<file path="config.mk">
export PLATFORM = sky130hd
export DESIGN_NAME = tcce_ctrl
export DESIGN_NICKNAME = d
export VERILOG_FILES = /design/src/hdl/tcce_pkg.sv /design/src/hdl/tcce_ctrl.sv
export SDC_FILE = /design/constraint.sdc
export NUM_CORES = 1
export LEC_CHECK = 0
export ABC_AREA = 1
export BUFFER_PORTS_ARGS = -buffer_cell sky130_fd_sc_hd__buf_2
export CELL_PAD_IN_SITES_DETAIL_PLACEMENT = 1
export CELL_PAD_IN_SITES_GLOBAL_PLACEMENT = 1
export CORE_AREA = 2 2 39 41
export CTS_CLUSTER_DIAMETER = 60
export DETAILED_ROUTE_END_ITERATION = 8
export DIE_AREA = 0 0 41 43
export GPL_ROUTABILITY_DRIVEN = 0
export PLACE_DENSITY = 0.85
export SYNTH_ARGS = -nofsm -noshare
export SYNTH_HDL_FRONTEND = slang
export SYNTH_SLANG_ARGS = --single-unit
</file>
<file path="constraint.sdc">
create_clock -name clk -period 2.2 [get_ports clk]
set_input_delay 0.22 -clock clk [delete_from_list [all_inputs] [get_ports clk]]
set_output_delay 0.22 -clock clk [all_outputs]
set_load 0.02 [all_outputs]
</file>
<file path="src/hdl/tcce_pkg.sv">
// Shared types, constants and helpers of the text console cursor engine.
package tcce_pkg;

  localparam int COLS   = 80;
  localparam int ROWS   = 25;
  localparam int CELLS  = COLS * ROWS;
  localparam int COL_W  = 7;
  localparam int ROW_W  = 5;
  localparam int ADDR_W = 11;

  localparam logic [7:0] CH_NUL = 8'h00;
  localparam logic [7:0] CH_BS  = 8'h08;
  localparam logic [7:0] CH_LF  = 8'h0A;
  localparam logic [7:0] CH_CR  = 8'h0D;

  typedef enum logic [1:0] {
    OP_PUT  = 2'd0,
    OP_FILL = 2'd1,
    OP_READ = 2'd2,
    OP_NONE = 2'd3
  } op_t;

  typedef enum logic [2:0] {
    ST_CLEAR,
    ST_IDLE,
    ST_PUT,
    ST_SCR_PRIME,
    ST_SCROLL,
    ST_FILL,
    ST_READ,
    ST_DONE
  } state_t;

  // Commands from the controller to the datapath.
  typedef struct packed {
    logic take;       // latch the input transaction
    logic put;        // update cursor and write the cursor cell
    logic home;       // cursor to top left
    logic fill_wr;    // write fill value at sweep counter, advance
    logic fill_zero;  // fill value is zero (power-up clear)
    logic scr_prime;  // fetch first cell of second row
    logic scr_wr;     // move one character up a row, advance
    logic rd_cell;    // fetch the requested cell
    logic out_load;   // load the result register
  } cmd_t;

  // Status from the datapath to the controller.
  typedef struct packed {
    logic scroll;     // the pending put pushes the cursor past the last row
    logic sweep_last; // sweep counter sits on the last cell
    logic out_free;   // result register can take a new transaction
  } sts_t;

  function automatic logic [ADDR_W-1:0] cell_addr(input logic [ROW_W-1:0] r,
                                                  input logic [COL_W-1:0] c);
    cell_addr = ADDR_W'(r) * ADDR_W'(COLS) + ADDR_W'(c);
  endfunction

endpackage

</file>
<file path="src/hdl/tcce_ctrl.sv">
// Controller state machine of the text console cursor engine.
module tcce_ctrl (
  input  logic             clk,
  input  logic             rst_n,
  input  logic             in_tvalid,
  input  tcce_pkg::op_t    in_op,
  input  tcce_pkg::sts_t   sts,
  output logic             in_tready,
  output tcce_pkg::cmd_t   cmd
);

  tcce_pkg::state_t state_r, state_nxt;

  always_ff @(posedge clk) begin
    if (!rst_n) begin
      state_r <= tcce_pkg::ST_CLEAR;
    end else begin
      state_r <= state_nxt;
    end
  end

  always_comb begin
    state_nxt = state_r;
    in_tready = 1'b0;
    cmd       = '0;
    case (state_r)
      tcce_pkg::ST_CLEAR: begin
        cmd.fill_wr   = 1'b1;
        cmd.fill_zero = 1'b1;
        if (sts.sweep_last) begin
          state_nxt = tcce_pkg::ST_IDLE;
        end
      end
      tcce_pkg::ST_IDLE: begin
        in_tready = 1'b1;
        if (in_tvalid) begin
          cmd.take = 1'b1;
          case (in_op)
            tcce_pkg::OP_PUT:  state_nxt = tcce_pkg::ST_PUT;
            tcce_pkg::OP_FILL: state_nxt = tcce_pkg::ST_FILL;
            tcce_pkg::OP_READ: state_nxt = tcce_pkg::ST_READ;
            default:           state_nxt = tcce_pkg::ST_DONE;
          endcase
        end
      end
      tcce_pkg::ST_PUT: begin
        cmd.put   = 1'b1;
        state_nxt = sts.scroll ? tcce_pkg::ST_SCR_PRIME : tcce_pkg::ST_DONE;
      end
      tcce_pkg::ST_SCR_PRIME: begin
        cmd.scr_prime = 1'b1;
        state_nxt     = tcce_pkg::ST_SCROLL;
      end
      tcce_pkg::ST_SCROLL: begin
        cmd.scr_wr = 1'b1;
        if (sts.sweep_last) begin
          state_nxt = tcce_pkg::ST_DONE;
        end
      end
      tcce_pkg::ST_FILL: begin
        cmd.fill_wr = 1'b1;
        if (sts.sweep_last) begin
          cmd.home  = 1'b1;
          state_nxt = tcce_pkg::ST_DONE;
        end
      end
      tcce_pkg::ST_READ: begin
        cmd.rd_cell = 1'b1;
        state_nxt   = tcce_pkg::ST_DONE;
      end
      tcce_pkg::ST_DONE: begin
        if (sts.out_free) begin
          cmd.out_load = 1'b1;
          state_nxt    = tcce_pkg::ST_IDLE;
        end
      end
      default: begin
        state_nxt = tcce_pkg::ST_IDLE;
      end
    endcase
  end

endmodule

</file>
==> run summary <==
Status = finished clean
Crit path cell chain = nand2_1, nor3_1, buf_2
Worst hold start = rst_n
Layout cells sized above 1 = 39.7%
NumNets Final = 87
Initial core utilization = 25.0%
Drt total wl = 972 um
GRT Overall Usage = 13.4%
Slew Limit Fails = 0
Post-synth top area cell = nand2_1
GRT overflow = 0
Number of global-route vias before repair = 396
Post-CTS Setup Inserts = 0
Worst Path Required = 1980 ps
Mapped Cells = 59
Hold Crit Class = input pin to flop
Launch point of the worst reg-to-reg path = state_r[2]$_SDFFE_PN0P_
Largest registers = state_r (3)
CTS Hold Buffers Added = 0
Max Fclk = 0.685 GHz
CP max stage delay = 510 ps
WHS = 226 ps
Die width = 41 um
CTS tree = built
Register area share after synthesis = 17.4%
Syn_area_per_cell = 5.85 sq um
Die footprint = 1760 sq um
Period minus WS final = 1460 ps
Pwr/cell area = 1060 nW/um^2
DP HPWL = 828 um
Routed len/inst = 10.3 um
Static Leak = 0.284 nW
Synth area leaders = nand2_1, dfxtp_1, nor2_1
Synthesized area = 345 sq um
Initial DRC count = 6
Crit path kind = flop to primary output
Setup TNS = 0 ps
Final Cycle Share = 66.3%
Final Skew = 1.05 ps
Rel. slew slack = 75.2%
Setup-failing EPs final = 0
First-pass GRT wire length = 1.55 mm
Clock root buffer = clkbuf_4
Biggest register = state_r
Clock Latency Late Sink = 240 ps
Placeable Area = 1380 sq um
Port Buf Inserts = 17
CP max FO = 8
CTS Buffer Depth = 2
Placement row count = 14
Worst slew pin tran = 371 ps
Yosys top cell area share = 18.5%
Critical Path AT = 1240 ps
Yosys reg bits = 3
Critical Path Source Type = flop
Number of CTS-inserted buffers = 3
Final Hold Fails = 0
# diodes = 0
Crit end category = primary output
Crit path launch = state_r[0]$_SDFFE_PN0P_
DIE HEIGHT = 43 um
Ys Warns = 0
DRT Pass-1 Iters = 3
Area delta synth->final = 31.5%
DR vias = 393
Antenna violations before repair = 0
Worst path slowest cell = dfxtp_1
Synth cell types = 16
Largest net degree at the start of global routing = 9
Clock slew at reported path FFs = 40 ps
CTS sink count = 3
Max FFs per register = 3
Syn Nets = 67
DRC violations left = 0
RSZ-0062 raised after global routing = false
IO Pins = 18
Gates resized, CTS repair = 0
Max Cap Viol = 0
DRT antenna net count = 0
Peak supply drop = 0.366 mV
Max H-tree Level = 1
Fillers = 200
Vias/cell = 4.18
worst max-delay path: cells and delay by family (launching register included):
| kind | cells | cell delay [ps] |
|---|---|---|
| DFF | 1 | 510 |
| buffers and inverters | 1 | 190 |
| and+or+nand+nor | 2 | 300 |
path summary, 6_finish.rpt:
path,slack [ps],cells past startpoint,end
hold / removal,230,3,state_r[0]$_SDFFE_PN0P_
hold reg to reg,660,2,state_r[1]$_SDFFE_PN0P_
setup / recovery,740,3,cmd[0]
setup reg to reg,940,5,state_r[2]$_SDFFE_PN0P_
through the flow:
step / utilization (%) / cell area, sq um / std cells / setup WS, ps / power [mW]
2_1_floorplan: - / 345 / 59 / 1000 / 0.323
3_3_place_gp: 30.9 / 428 / 90 / 1020 / 0.374
3_5_place_dp: 30.9 / 428 / 90 / 938 / 0.385
4_1_cts: 32.8 / 454 / 94 / 725 / 0.492
5_1_grt: 32.8 / 454 / 94 / 634 / 0.523
6_report: 32.8 / 454 / 94 / 741 / 0.482
cells by family (layout without fill, tap and decap cells):
logic type	count (synthesis)	after routing	share of synthesized area (%)
buffers and inverters	14	33	21.0
AND/OR/NAND/NOR	38	38	54.0
AO/OA/AOI/OAI	4	4	7.61
flip-flops	3	3	17.4
power by group:
| group | switching, mW | total [mW] | internal [mW] |
|---|---|---|---|
| registers | 0.0359 | 0.105 | 0.0694 |
| clock network | 0.0346 | 0.103 | 0.0683 |
| logic | 0.181 | 0.274 | 0.0934 |
layer usage:
metal  wire [um]  share of wire (%)  up-vias  GRT usage [%]
met3          58                6.0        2           1.57
met1         421                 43      166           16.0
met2         473                 49       14           19.7
met4          19                2.0        0           12.0
met5           0                  0        -              0
li1            -                  -      211              -
final cells by class:
| cell class | instances | area (sq um) | area share [%] |
|---|---|---|---|
| multi-input cells | 42 | 213 | 46.8 |
| repair buffers | 17 | 85.1 | 18.7 |
| well taps | 16 | 20.0 | 4.41 |
| clock buffers | 4 | 26.3 | 5.79 |
| inverters | 12 | 50.0 | 11.0 |
| flip-flops and latches | 3 | 60.1 | 13.2 |
cells in the mapped netlist:
library cell,number
nand2_1,17
nor2_1,11
inv_1,9
nand2_2,4
dfxtp_1,3
a21oi_1,2
buf_6,2
inv_2,2
nor2_4,2
a21boi_0,1
a21oi_2,1
inv_6,1
nand3_1,1
nand3_4,1
nand4_1,1
nor3_1,1
layout by cell type, fill, tap and decap left out:
cell type / Yosys / layout
nand2_1: 17 / 17
buf_2: 0 / 17
nor2_1: 11 / 11
inv_1: 9 / 9
nand2_2: 4 / 4
clkbuf_4: 0 / 3
dfxtp_1: 3 / 3
inv_2: 2 / 2
nor2_4: 2 / 2
a21oi_1: 2 / 2
inv_6: 1 / 1
nand3_4: 1 / 1
nand3_1: 1 / 1
nor3_1: 1 / 1
nand4_1: 1 / 1
a21boi_0: 1 / 1
a21oi_2: 1 / 1
clkbuf_1: 0 / 1
(Power assumes the default switching activity.)
